===== src/sv/ihp_pkg.sv =====
// Shared types and constants for the IPv4 header parser.
package ihp_pkg;

    // Header layout and limits
    localparam logic [15:0] MIN_HEADER_BYTES = 16'd20;
    localparam logic [3:0]  IP_VERSION       = 4'd4;
    localparam logic [3:0]  MIN_IHL          = 4'd5;
    localparam logic [15:0] COUNT_MAX        = 16'hFFFF;
    localparam logic [15:0] SUM_ALL_ONES     = 16'hFFFF;

    // Byte offsets of captured header fields
    localparam logic [15:0] IDX_VER_IHL  = 16'd0;
    localparam logic [15:0] IDX_LEN_HI   = 16'd2;
    localparam logic [15:0] IDX_LEN_LO   = 16'd3;
    localparam logic [15:0] IDX_TTL      = 16'd8;
    localparam logic [15:0] IDX_PROTO    = 16'd9;
    localparam logic [15:0] IDX_SRC_LO   = 16'd12;
    localparam logic [15:0] IDX_SRC_HI   = 16'd15;
    localparam logic [15:0] IDX_DST_LO   = 16'd16;
    localparam logic [15:0] IDX_DST_HI   = 16'd19;

    typedef enum logic [2:0] {
        ST_OK          = 3'd0,
        ST_SHORT       = 3'd1,
        ST_BAD_VERSION = 3'd2,
        ST_BAD_IHL     = 3'd3,
        ST_LEN_OVER    = 3'd4,
        ST_LEN_UNDER   = 3'd5
    } t_status;

    typedef struct packed {
        logic [7:0] data_byte;
        logic       last;
        logic       direction;
    } t_in_item;

    typedef struct packed {
        t_status     status;
        logic [3:0]  header_words;
        logic [7:0]  hop_limit;
        logic [7:0]  protocol_number;
        logic [31:0] source_address;
        logic [31:0] dest_address;
        logic [15:0] datagram_length;
        logic        checksum_good;
        logic        direction_out;
        logic [15:0] payload_length;
    } t_out_item;

    // Control from the field tracker to the checksum accumulator
    typedef struct packed {
        logic en;       // a byte advances this cycle
        logic clear;    // final byte: return to idle after this byte
        logic in_span;  // byte lies inside the IHL*4 header
        logic odd;      // byte completes a 16-bit word
    } t_sum_ctl;

endpackage


===== src/sv/ihp_checksum.sv =====
// Ones'-complement header checksum accumulator, one byte per transaction.
module ihp_checksum
    import ihp_pkg::*;
(
    input  logic       i_clk,
    input  logic       i_rst_n,
    input  t_sum_ctl   i_ctl,
    input  logic [7:0] i_data_byte,
    output logic       o_sum_good
);

    logic [15:0] r_sum;
    logic [7:0]  r_high;
    logic [15:0] n_sum;
    logic [7:0]  n_high;
    logic [16:0] wide_sum;
    logic [15:0] folded;
    logic [15:0] sum_after;

    // Add the completed word and fold the carry back in
    always_comb begin
        wide_sum = {1'b0, r_sum} + {1'b0, r_high, i_data_byte};
        folded   = wide_sum[15:0] + {15'd0, wide_sum[16]};
    end

    // Sum as it stands once this byte is taken
    assign sum_after  = (i_ctl.in_span && i_ctl.odd) ? folded : r_sum;
    assign o_sum_good = (sum_after == SUM_ALL_ONES);

    // Next state: hold even bytes, accumulate on odd bytes, clear at packet end
    always_comb begin
        n_sum  = r_sum;
        n_high = r_high;
        if (i_ctl.en) begin
            if (i_ctl.clear) begin
                n_sum  = 16'd0;
                n_high = 8'd0;
            end else if (i_ctl.in_span) begin
                if (i_ctl.odd) begin
                    n_sum = folded;
                end else begin
                    n_high = i_data_byte;
                end
            end
        end
    end

    always_ff @(posedge i_clk) begin
        if (!i_rst_n) begin
            r_sum  <= 16'd0;
            r_high <= 8'd0;
        end else begin
            r_sum  <= n_sum;
            r_high <= n_high;
        end
    end

endmodule


===== src/sv/ihp_fields.sv =====
// Byte counter, header field capture and final status/result build.
module ihp_fields
    import ihp_pkg::*;
(
    input  logic      i_clk,
    input  logic      i_rst_n,
    input  logic      i_adv,
    input  t_in_item  i_item,
    input  logic      i_sum_good,
    output t_sum_ctl  o_sum_ctl,
    output t_out_item o_result
);

    logic [15:0] r_count;
    logic [7:0]  r_first;
    logic [15:0] r_length;
    logic [7:0]  r_ttl;
    logic [7:0]  r_proto;
    logic [31:0] r_src;
    logic [31:0] r_dst;

    logic [15:0] n_count;
    logic [7:0]  n_first;
    logic [15:0] n_length;
    logic [7:0]  n_ttl;
    logic [7:0]  n_proto;
    logic [31:0] n_src;
    logic [31:0] n_dst;

    logic [7:0]  b;
    logic [3:0]  ihl;
    logic [3:0]  version;
    logic [15:0] hdr_bytes;
    t_status     status;

    assign b = i_item.data_byte;

    // Capture header fields at their byte offsets
    always_comb begin
        n_first  = (r_count == IDX_VER_IHL) ? b : r_first;
        n_length = r_length;
        if (r_count == IDX_LEN_HI) begin
            n_length = {b, r_length[7:0]};
        end
        if (r_count == IDX_LEN_LO) begin
            n_length = {r_length[15:8], b};
        end
        n_ttl   = (r_count == IDX_TTL)   ? b : r_ttl;
        n_proto = (r_count == IDX_PROTO) ? b : r_proto;
        n_src   = (r_count >= IDX_SRC_LO && r_count <= IDX_SRC_HI) ?
                  {r_src[23:0], b} : r_src;
        n_dst   = (r_count >= IDX_DST_LO && r_count <= IDX_DST_HI) ?
                  {r_dst[23:0], b} : r_dst;
        n_count = (r_count == COUNT_MAX) ? r_count : r_count + 16'd1;
    end

    assign ihl       = n_first[3:0];
    assign version   = n_first[7:4];
    assign hdr_bytes = {10'd0, ihl, 2'b00};

    // Drive the checksum accumulator
    always_comb begin
        o_sum_ctl.en      = i_adv;
        o_sum_ctl.clear   = i_item.last;
        o_sum_ctl.in_span = (r_count < hdr_bytes);
        o_sum_ctl.odd     = r_count[0];
    end

    // Check status in priority order against the updated byte count
    always_comb begin
        if (n_count < MIN_HEADER_BYTES) begin
            status = ST_SHORT;
        end else if (version != IP_VERSION) begin
            status = ST_BAD_VERSION;
        end else if (ihl < MIN_IHL || hdr_bytes > n_count) begin
            status = ST_BAD_IHL;
        end else if (n_length > n_count) begin
            status = ST_LEN_OVER;
        end else if (n_length < hdr_bytes) begin
            status = ST_LEN_UNDER;
        end else begin
            status = ST_OK;
        end
    end

    // Build the result; zero all header fields on error
    always_comb begin
        o_result               = '0;
        o_result.status        = status;
        o_result.direction_out = i_item.direction;
        if (status == ST_OK) begin
            o_result.header_words    = ihl;
            o_result.hop_limit       = n_ttl;
            o_result.protocol_number = n_proto;
            o_result.source_address  = n_src;
            o_result.dest_address    = n_dst;
            o_result.datagram_length = n_length;
            o_result.checksum_good   = i_sum_good;
            o_result.payload_length  = n_length - hdr_bytes;
        end
    end

    // Advance on each byte, drop all state after the final byte
    always_ff @(posedge i_clk) begin
        if (!i_rst_n || (i_adv && i_item.last)) begin
            r_count  <= 16'd0;
            r_first  <= 8'd0;
            r_length <= 16'd0;
            r_ttl    <= 8'd0;
            r_proto  <= 8'd0;
            r_src    <= 32'd0;
            r_dst    <= 32'd0;
        end else if (i_adv) begin
            r_count  <= n_count;
            r_first  <= n_first;
            r_length <= n_length;
            r_ttl    <= n_ttl;
            r_proto  <= n_proto;
            r_src    <= n_src;
            r_dst    <= n_dst;
        end
    end

endmodule


===== src/sv/ipv4_header_parser_unit.sv =====
// IPv4 header parser top level: input register, field/checksum logic, result register.
// A final byte's result is registered in the result register when the byte advances from the input register.
// Throughput: one byte per cycle; only a final byte waiting on a full, stalled
// result register holds the input, set by the single result register.
// Reset: synchronous active-low i_rst_n clears both valid flags, the byte count,
// captured fields and the checksum sum.
module ipv4_header_parser_unit
    import ihp_pkg::*;
(
    input  logic      i_clk,
    input  logic      i_rst_n,
    input  logic      i_in_valid,
    output logic      o_in_ready,
    input  t_in_item  i_in_data,
    output logic      o_out_valid,
    input  logic      i_out_ready,
    output t_out_item o_out_data
);

    logic      r_in_valid;
    t_in_item  r_in;
    logic      r_out_valid;
    t_out_item r_out;
    logic      adv;
    logic      sum_good;
    t_sum_ctl  sum_ctl;
    t_out_item result;

    // Stall a registered final byte only while the result register is occupied
    assign adv = r_in_valid && !(r_in.last && r_out_valid && !i_out_ready);
    assign o_in_ready = !r_in_valid || adv;

    // Input register
    always_ff @(posedge i_clk) begin
        if (!i_rst_n) begin
            r_in_valid <= 1'b0;
        end else if (o_in_ready) begin
            r_in_valid <= i_in_valid;
        end
    end

    always_ff @(posedge i_clk) begin
        if (o_in_ready && i_in_valid) begin
            r_in <= i_in_data;
        end
    end

    ihp_fields u_fields (
        .i_clk      (i_clk),
        .i_rst_n    (i_rst_n),
        .i_adv      (adv),
        .i_item     (r_in),
        .i_sum_good (sum_good),
        .o_sum_ctl  (sum_ctl),
        .o_result   (result)
    );

    ihp_checksum u_checksum (
        .i_clk       (i_clk),
        .i_rst_n     (i_rst_n),
        .i_ctl       (sum_ctl),
        .i_data_byte (r_in.data_byte),
        .o_sum_good  (sum_good)
    );

    // Result register: load on a final byte, release on output transaction
    always_ff @(posedge i_clk) begin
        if (!i_rst_n) begin
            r_out_valid <= 1'b0;
        end else if (adv && r_in.last) begin
            r_out_valid <= 1'b1;
        end else if (i_out_ready) begin
            r_out_valid <= 1'b0;
        end
    end

    always_ff @(posedge i_clk) begin
        if (adv && r_in.last) begin
            r_out <= result;
        end
    end

    assign o_out_valid = r_out_valid;
    assign o_out_data  = r_out;

    // A registered byte that is not final never stalls
    a_nonlast_flows: assert property (@(posedge i_clk) disable iff (!i_rst_n)
        (r_in_valid && !r_in.last) |-> adv)
        else $error("non-final byte stalled");

    // Error results carry zeroed header fields
    a_error_zeroed: assert property (@(posedge i_clk) disable iff (!i_rst_n)
        (o_out_valid && o_out_data.status != ST_OK) |->
        (o_out_data.source_address == 32'd0 && o_out_data.payload_length == 16'd0
         && o_out_data.checksum_good == 1'b0))
        else $error("error result with nonzero fields");

    // Good results carry a legal header length
    a_ok_ihl: assert property (@(posedge i_clk) disable iff (!i_rst_n)
        (o_out_valid && o_out_data.status == ST_OK) |->
        (o_out_data.header_words >= MIN_IHL
         && o_out_data.datagram_length >= o_out_data.payload_length))
        else $error("ok result with bad header length");

    // A result is never overwritten before it is taken
    a_no_overwrite: assert property (@(posedge i_clk) disable iff (!i_rst_n)
        (r_out_valid && !i_out_ready) |=> (r_out_valid && $stable(r_out)))
        else $error("pending result lost");

endmodule

===== config.mk =====
export PLATFORM = sky130hd
export DESIGN_NAME = ipv4_header_parser_unit
export DESIGN_NICKNAME = d
export VERILOG_FILES = /design/src/sv/ihp_pkg.sv /design/src/sv/ihp_checksum.sv /design/src/sv/ihp_fields.sv /design/src/sv/ipv4_header_parser_unit.sv
export SDC_FILE = /design/constraint.sdc
export NUM_CORES = 1
export LEC_CHECK = 0
export ABC_AREA = 1
export ABC_CLOCK_PERIOD_IN_PS = 5250
export BUFFER_PORTS_ARGS = -buffer_cell sky130_fd_sc_hd__clkbuf_2
export CAP_MARGIN = 20
export CORE_AREA = 4 4 212 214
export DETAILED_ROUTE_END_ITERATION = 7
export DIE_AREA = 0 0 216 218
export GPL_TIMING_DRIVEN = 0
export SYNTH_ARGS = -nofsm -noshare
export SYNTH_HDL_FRONTEND = slang
export SYNTH_HIERARCHICAL = 1
export SYNTH_SLANG_ARGS = --single-unit

===== constraint.sdc =====
create_clock -name i_clk -period 5.25 [get_ports i_clk]
set_input_delay 0.7875 -clock i_clk [delete_from_list [all_inputs] [get_ports i_clk]]
set_output_delay 0.7875 -clock i_clk [all_outputs]
set_load 0.03 [all_outputs]

=== After elaboration in Yosys (flattened, before gate mapping) ===
Index checks and enable logic that the tools add are counted.

* Add/sub/neg operators: 4
* $lt $le $gt $ge: 10
* Equality and inequality tests: 8
* Mux-type cells: 22
* Reductions and logical operators: 22

{| class="wikitable"
|+ Operator list
! cell !! count
|-
| 16-bit two-way mux || 7
|-
| 32-bit two-way mux || 2
|-
| 8-bit two-way mux || 6
|-
| 16-bit equality test (second input constant) || 2
|-
| 16-bit by 2-bit equality test with 1-bit output (second input constant) || 2
|-
| 16-bit by 4-bit equality test with 1-bit output (second input constant) || 2
|-
| 16-bit by 6-bit less-than comparator with 1-bit output || 2
|-
| 16-bit by 16-bit adder with 17-bit output || 1
|-
| 16-bit by 1-bit adder with 16-bit output || 1
|-
| 16-bit by 1-bit adder with 16-bit output (second input constant) || 1
|-
| 16-bit by 4-bit >= comparator with 1-bit output (second input constant) || 1
|-
| 16-bit by 5-bit >= comparator with 1-bit output (second input constant) || 1
|-
| 16-bit greater-than comparator || 1
|-
| 6-bit by 16-bit greater-than comparator with 1-bit output || 1
|-
| 16-bit by 4-bit <= comparator with 1-bit output (second input constant) || 1
|-
| 16-bit by 5-bit <= comparator with 1-bit output (second input constant) || 1
|-
| 16-bit zero test || 1
|-
| 16-bit by 5-bit less-than comparator with 1-bit output (second input constant) || 1
|-
| 16-bit by 6-bit subtractor with 16-bit output || 1
|-
| 3-bit two-way mux || 5
|-
| 1-bit logical AND || 8
|-
| 3-bit AND reduction || 2
|-
| 2-bit nonzero test || 3
|-
| 1-bit zero test || 4
|-
| 6 further kinds || 9
|}

* Flip-flop bits (word level): 277
* Input bits: 14

=== Depth between registers and ports, before layout ===
Gate-level depths: netlist (run 1).

* Depth in word-level cells: 10
* Depth in mapped cells: 29

=== Cells and area by module ===
The synthesis (run 1) kept the hierarchy.

{| class="wikitable"
|+ Modules (own cells, without submodules)
! module !! times used !! cells each !! area an instance (µm²) !! sequential area each (µm²)
|-
| ihp_fields || 1 || 1,351 || 8,385.5 || 2,402.3
|-
| ipv4_header_parser_unit || 1 || 149 || 4,052.6 || 3,973.8
|-
| ihp_checksum || 1 || 392 || 2,437.3 || 480.5
|}

=== Worst setup path after synthesis (run 1) ===
OpenSTA, ideal clock, no wires.

* Path kind: in2reg
* Start point: input i_out_ready
* End point: register r_out, in the netlist o_out_data[0], enable pin
* Arrival: 3,323 ps
* Slack: 1,453 ps
* Stages: 4
* Cells stage by stage: inv_1 -> nand2_1 -> nand3_1 -> inv_1

* Longest elaborated chain between the ends: 5

{| class="wikitable"
|+ RTL lines
! element !! line !! text
|-
| from (decl) || ipv4_header_parser_unit.sv:16 || <nowiki>input logic i_out_ready,</nowiki>
|-
| 1-bit zero test || ipv4_header_parser_unit.sv:30 || <nowiki>assign adv = r_in_valid && !(r_in.last && r_out_valid && !i_out_ready);</nowiki>
|-
| 1-bit logical AND || ipv4_header_parser_unit.sv:30 ||
|-
| 1-bit zero test || ipv4_header_parser_unit.sv:30 ||
|-
| 1-bit logical AND || ipv4_header_parser_unit.sv:30 ||
|-
| 1-bit logical AND || ipv4_header_parser_unit.sv:78 || <nowiki>if (adv && r_in.last) begin</nowiki>
|-
| to (signal assigned) || ipv4_header_parser_unit.sv:79 || <nowiki>r_out <= result;</nowiki>
|-
| to (decl) || ipv4_header_parser_unit.sv:23 || <nowiki>t_out_item r_out;</nowiki>
|}

Every way passes these cells.
A chain may end at the register's enable or synchronous reset.

=== Final worst setup path (run 1) ===
* Start point: register u_fields.r_count[0]
* End point: register r_out, in the netlist o_out_data[19], data pin

{| class="wikitable"
|+ RTL lines
! element !! line !! text
|-
| from (decl) || ihp_fields.sv:14 || <nowiki>logic [15:0] r_count;</nowiki>
|-
| from (signal assigned) || ihp_fields.sv:114 || <nowiki>r_count <= n_count;</nowiki>
|-
| 16-bit by 2-bit equality test with 1-bit output (*) || ihp_fields.sv:45 || <nowiki>if (r_count == IDX_LEN_LO) begin</nowiki>
|-
| 16-bit two-way mux (*) || ihp_fields.sv:45 ||
|-
| via u_fields.n_length[3] || ihp_fields.sv:24 || <nowiki>logic [15:0] n_length;</nowiki>
|-
| 16-bit by 6-bit less-than comparator with 1-bit output || ihp_fields.sv:79 || <nowiki>end else if (n_length < hdr_bytes) begin</nowiki>
|-
| 3-bit two-way mux || ihp_fields.sv:79 ||
|-
| 3-bit two-way mux (*) || ihp_fields.sv:77 || <nowiki>end else if (n_length > n_count) begin</nowiki>
|-
| 3-bit two-way mux (*) || ihp_fields.sv:75 || <nowiki>end else if (ihl < MIN_IHL || hdr_bytes > n_count) begin</nowiki>
|-
| 3-bit two-way mux (*) || ihp_fields.sv:73 || <nowiki>end else if (version != IP_VERSION) begin</nowiki>
|-
| 3-bit two-way mux (*) || ihp_fields.sv:71 || <nowiki>if (n_count < MIN_HEADER_BYTES) begin</nowiki>
|-
| 3-bit zero test (*) || ihp_fields.sv:91 || <nowiki>if (status == ST_OK) begin</nowiki>
|}

The timed path passes the listed nets; every way through them passes the cells marked *.

==> run metrics, run 1 <==
period utilization 92.0%; post-synth top area cell edfxtp_1; root buf cell clkbuf_16; drt initial violations 796; Top FF cell, synth dfxtp_1; PD cells 323 nW/um^2; Die X 216 microns; # clock sinks 277; Leak Pwr 7.82 nW; routed vias/inst 4.75; largest cells by area after synthesis edfxtp_1 (26%), dfxtp_1 (20%), inv_1 (9.2%), nand2_1 (8.5%), o21ai_0 (5.8%); Fmax achieved 207 MHz; Core Rows 76; # IOs 137; most frequent cells after synthesis inv_1 (364), nand2_1 (337), o21ai_0 (171), dfxtp_1 (146), nor2_1 (138); ys async rst share 0%; Syn Area/Cell 7.86 sq um; CP Buf/Inv Count 6; Hold WC Path Type in -> reg; most used cell, CP nor2_1; fin nets 2127; Crit path required time 5.54 ns; grt ovf 0; setup_tns 0 ns; max_cap viols 0; Yosys reg bits 277; Tmin final 4.83 ns; layout cells sized above 1 17.5%; max-slew violations 0; clk_lat worst skew 0.55 ns; Synth Net Count 1954; drt total wl 41700 microns; Max Clock Skew 0.0307 ns; slowest stage cell on the critical path dfxtp_1; crit-path max cell delay 0.53 ns; Starting Density 34.7%; largest net degree at the start of global routing 66; final hold slack 0.429 ns; die area 47100 sq um; detailed placement HPWL 31500 microns; Worst VDD drop 171 uV; CP Cell Sequence ha_1 > nand2_1 > nor2_1 > nand2_1 > buf_4 > nand2_1 > o21ai_0 > fa_1 > a21oi_1 > nor2_1 > nor2_1 > inv_1 > nor3_2 > nand4_1 > nor2_1 > inv_2 > nand3_4 > buf_6 > buf_8 > nor2_2 > buf_4; drc violations 0; ANT cells 0; RSZ-0062 raised after global routing no; Yosys top cell area share 26.4%; GP Congestion 0.893; per-cell routed wire length 15.6 microns; H-tree Lvls 2; TritonCTS buffer count 34; Synth warnings 6; CP Max Fanout 10; CORE AREA 42900 sq um; CP arrival 5.12 ns; delay-heaviest family, CP simple AND/OR/NAND/NOR gates; Detail Route Antenna Nets 0; CP Class reg -> reg; # hold bufs at CTS 0; vias in the first global route 12185; area grow syn2layout 17.7%; Worst-Margin Slew 1.03 ns; area occupied by multi-input gates 6160 sq um; Filler cells 4347; final hold violations 0; synth unique cells 49; cell count after synthesis 1892; Post-synth EDFFs 131; crit path launch type register; first drt pass iteration count 5; register area share after synthesis 46.1%; Critical Path End Type register; Mapped Area 14900 sq um; status finished, final reports clean; CTS clock-pin slew for the worst setup and hold paths 0.06 ns; post-CTS sizing 0; via count 12699; initial antenna violation count 0; Slew HR 30.8%; Post-CTS Setup Bufs 0; Die Y-Extent 218 microns; gr usage total 17.3%; Register Area 6860 sq um; most frequent cell after synthesis inv_1; CTS tree yes; CTS Buffer Depth 3; I/O Buffers 136; first-pass GRT wire length 65400 microns; Setup Viol. Count Final 0
## worst paths after layout
check	depth (start not counted)	startpoint	to	slack, ns
max reg2reg	21	u_fields/r_count[0]	o_out_data[19]	0.42
max	21	u_fields/r_count[0]	o_out_data[19]	0.42
min reg2reg	2	u_fields/r_dst[29]	u_fields/r_dst[29]	0.48
min	1	i_in_data[1]	r_in[1]	0.43
## logic make-up (layout without fill, tap and decap cells)
logic type                 Yosys count  after routing  synth area share, %
buffers and inverters              463            662                 12.5
xor gates and xnor gates            17             17                 1.00
DFF                                277            277                 46.1
AOI/OAI and AO/OA                  371            371                 13.8
and+or+nand+nor                    715            715                 22.4
adders and majority gates           48             48                 4.14
muxes                                1              1               0.0673
## layout make-up
class | count | area share, %
flip-flops and latches | 277 | 39.2
multi-input cells | 1152 | 35.2
inverters | 381 | 8.19
clock buffers | 40 | 5.29
well taps | 585 | 4.18
repair buffers | 137 | 4.04
plain buffers | 82 | 2.45
clock inverters | 22 | 1.52
## where the power goes
group          internal (mW)  switching, mW  leakage (nW)
combinational          0.230          0.535          4.75
clock                   1.53          0.961         0.593
sequential              2.34         0.0555          2.47
## layer usage
layer / GRT usage [%] / part of all wire, % / up-vias
li1: - / - / 6417
met1: 21.6 / 43 / 5884
met2: 30.4 / 49 / 320
met3: 2.77 / 5.1 / 78
met4: 6.25 / 3.0 / 0
met5: 0 / 0 / -
## sequential cells by signal, summed over array words and instances (netlist names)
signal             flops
u_fields/r_ttl         8
u_fields/r_proto       8
u_checksum/r_high      8
u_fields/r_src        32
u_fields/r_dst        32
u_checksum/r_sum      16
o_out_data           121
o_out_valid            1
r_in_valid             1
r_in                  10
u_fields/r_first       8
u_fields/r_length     16
u_fields/r_count      16
## worst reg2reg max path: cells and delay by family (launching register included)
| family | cells | cell delay [ns] |
|---|---|---|
| AOI/OAI and AO/OA | 2 | 0.46 |
| buffers and inverters | 6 | 0.96 |
| DFF | 1 | 0.53 |
| adders and majority gates | 2 | 0.90 |
| and+or+nand+nor | 11 | 1.71 |
## per-stage QoR
| stage | util [%] | area, sq um | power [mW] | setup slack (ns) | std cells |
|---|---|---|---|---|---|
| 6_report | 40.8 | 17500 | 5.65 | 0.421 | 2676 |
| 4_1_cts | 40.8 | 17500 | 5.72 | 0.472 | 2676 |
| 5_1_grt | 40.8 | 17500 | 5.90 | 0.176 | 2676 |
| 3_5_place_dp | 38.1 | 16300 | 3.21 | 0.511 | 2614 |
| 3_3_place_gp | 38.0 | 16300 | 3.19 | 0.197 | 2613 |
| 2_1_floorplan | - | 14900 | 2.99 | 1.45 | 1892 |
## placed cells by master (no fill, tap or decap), types with 4 or more instances in the layout
cell type	n
inv_1	363
nand2_1	337
o21ai_0	171
dfxtp_1	146
nor2_1	138
clkbuf_2	136
edfxtp_1	131
a21oi_1	121
nand3_1	84
nor2_2	59
clkbuf_1	58
o211ai_1	46
ha_1	46
clkbuf_16	36
nand2_2	30
nand4_1	25
inv_2	14
xor2_1	14
buf_2	10
o21ai_1	9
buf_4	9
nor2_4	8
nor3_1	8
clkinv_2	7
a21oi_2	6
clkinv_1	6
nand3_2	6
o21ai_2	6
bufinv_16	5
buf_6	4
buf_8	4
(Power assumes the default switching activity.)
==> run 2, diff against run 1 <==
MAX_ROUTING_LAYER = met4   (was default)
==> run metrics, run 2 (synthesis results as in run 1) <==
# clock sinks 277 (unchanged); Tmin final 4.78 ns (-0.0491 ns); routed vias/inst 4.78 (+0.69%); CP arrival 5.11 ns (about the same); GP Congestion 0.902 (+1.0%); largest net degree at the start of global routing 73 (+11%); grt ovf 0 (unchanged); CTS tree yes; max-slew violations 0 (unchanged); crit-path max cell delay 0.56 ns (+0.03 ns); Starting Density 34.7% (unchanged); ANT cells 0 (unchanged); Crit path required time 5.58 ns (+0.04 ns); most common cell after layout, fill and taps aside inv_1; Worst VDD drop 255 uV (+49%); H-tree Lvls 1 (-1); vias in the first global route 12268 (+0.68%); CORE AREA 42900 sq um (unchanged); period utilization 91.1% (-0.94 points); # IOs 137 (unchanged); TritonCTS buffer count 31 (-8.8%); Setup Viol. Count Final 0 (unchanged); # hold bufs at CTS 0 (unchanged); crit path launch type register; detailed placement HPWL 32000 microns (+1.8%); first drt pass iteration count 5 (unchanged); RSZ-0062 raised after global routing no; max_cap viols 0 (unchanged); fin nets 2124 (-0.14%); Worst-Margin Slew 1.07 ns (+0.0397 ns); CTS clock-pin slew for the worst setup and hold paths 0.06 ns (about the same); Detail Route Antenna Nets 0 (unchanged); worst r2r path cells 21 (unchanged); final hold violations 0 (unchanged); PD cells 315 nW/um^2 (-2.3%); Die Y-Extent 218 microns (unchanged); layout cells sized above 1 17.4% (-0.062 points); per-cell routed wire length 15.8 microns (+1.3%); Fmax achieved 209 MHz (+1.0%); most used cell, CP nor2_1; Hold WC Path Type in -> reg; post-CTS sizing 0 (unchanged); Die X 216 microns (unchanged); Core Rows 76 (unchanged); CP Cell Sequence ha_1 > nand2_1 > nor2_1 > nand2_1 > buf_4 > nand2_1 > o21ai_0 > fa_1 > a21oi_1 > nor2_1 > nor2_1 > inv_1 > nor3_2 > nand4_1 > nor2_1 > inv_2 > nand3_4 > buf_6 > buf_8 > nor2_2 > buf_4; CP Max Fanout 10 (unchanged); first-pass GRT wire length 65700 microns (+0.57%); CP Class reg -> reg; drc violations 0 (unchanged); area grow syn2layout 17.2%; die area 47100 sq um (unchanged); most frequent cells in the layout inv_1 (363), nand2_1 (337), o21ai_0 (171); status finished, final reports clean; WHS Path Cells 1 (unchanged); clk_lat worst skew 0.59 ns (+0.04 ns); slowest stage cell on the critical path dfxtp_1; initial antenna violation count 0 (unchanged); drt total wl 42200 microns (+1.1%); gr usage total 17.8% (+0.48 points); Leak Pwr 7.77 nW (-0.72%); Slew HR 28.2% (-2.7 points); Largest register FFs 121 (unchanged); drt initial violations 787 (-1.1%); setup_tns 0 ns (unchanged); Filler cells 4412 (+1.5%); total power 5.49 mW (-2.7%); Max Clock Skew 0.0239 ns (-0.00680 ns); via count 12768 (+0.54%); CTS Buffer Depth 3 (unchanged); I/O Buffers 136 (unchanged); Post-CTS Setup Bufs 0 (unchanged); root buf cell clkbuf_16; Critical Path End Type register
run 2: final cells by class:
type | instances | area (sq um) | share of cell area (%)
Buffer | 82 | 429 | 2.46
Timing Repair Buffer | 137 | 708 | 4.06
Sequential cell | 277 | 6860 | 39.3
Multi-Input combinational cell | 1152 | 6160 | 35.3
Clock buffer | 38 | 847 | 4.86
Tap cell | 585 | 732 | 4.20
Inverter | 381 | 1440 | 8.24
Clock inverter | 20 | 259 | 1.49
run 2: power breakdown:
part	internal, mW	switching [mW]	leakage (nW)	total, mW
registers	2.34	0.0569	2.47	2.40
clock network	1.40	0.924	0.537	2.33
logic	0.231	0.539	4.75	0.770
total	3.97	1.52	7.77	5.49
run 2: per-stage QoR:
stage          setup WS, ns  utilization, %  hold slack, ns  instance area, sq um  cells
2_1_floorplan          1.45               -           0.449                 14900   1892
3_3_place_gp          0.163            38.0           0.461                 16300   2613
3_5_place_dp          0.488            38.1           0.463                 16300   2614
4_1_cts               0.443            40.6           0.363                 17400   2672
5_1_grt               0.140            40.6           0.366                 17400   2672
6_report              0.470            40.6           0.393                 17400   2672
run 2: path summary, 6_finish.rpt:
check	endpoint	start	slack [ns]
hold / removal	r_in[8]	i_in_data[8]	0.39
hold reg to reg	u_checksum/r_high[2]	u_checksum/r_high[2]	0.48
setup / recovery	o_out_data[18]	u_fields/r_count[0]	0.47
setup reg to reg	o_out_data[18]	u_fields/r_count[0]	0.47
run 2: layer usage:
layer  GRT usage (%)  vias up  wire length (microns)
li1                -     6410                      -
met1            22.0     5994                  18700
met2            30.4      296                  20200
met3            2.47       68                   1810
met4            5.42        0                   1440
met5               -        -                      0
run 2: worst max-delay path: cells and delay by family (launching register included):
family          cells  cell delay (ns)
flops               1             0.56
compound gates      2             0.44
fa+ha+maj           2             0.92
simple gates       11             1.68
buf+inv             6             0.92
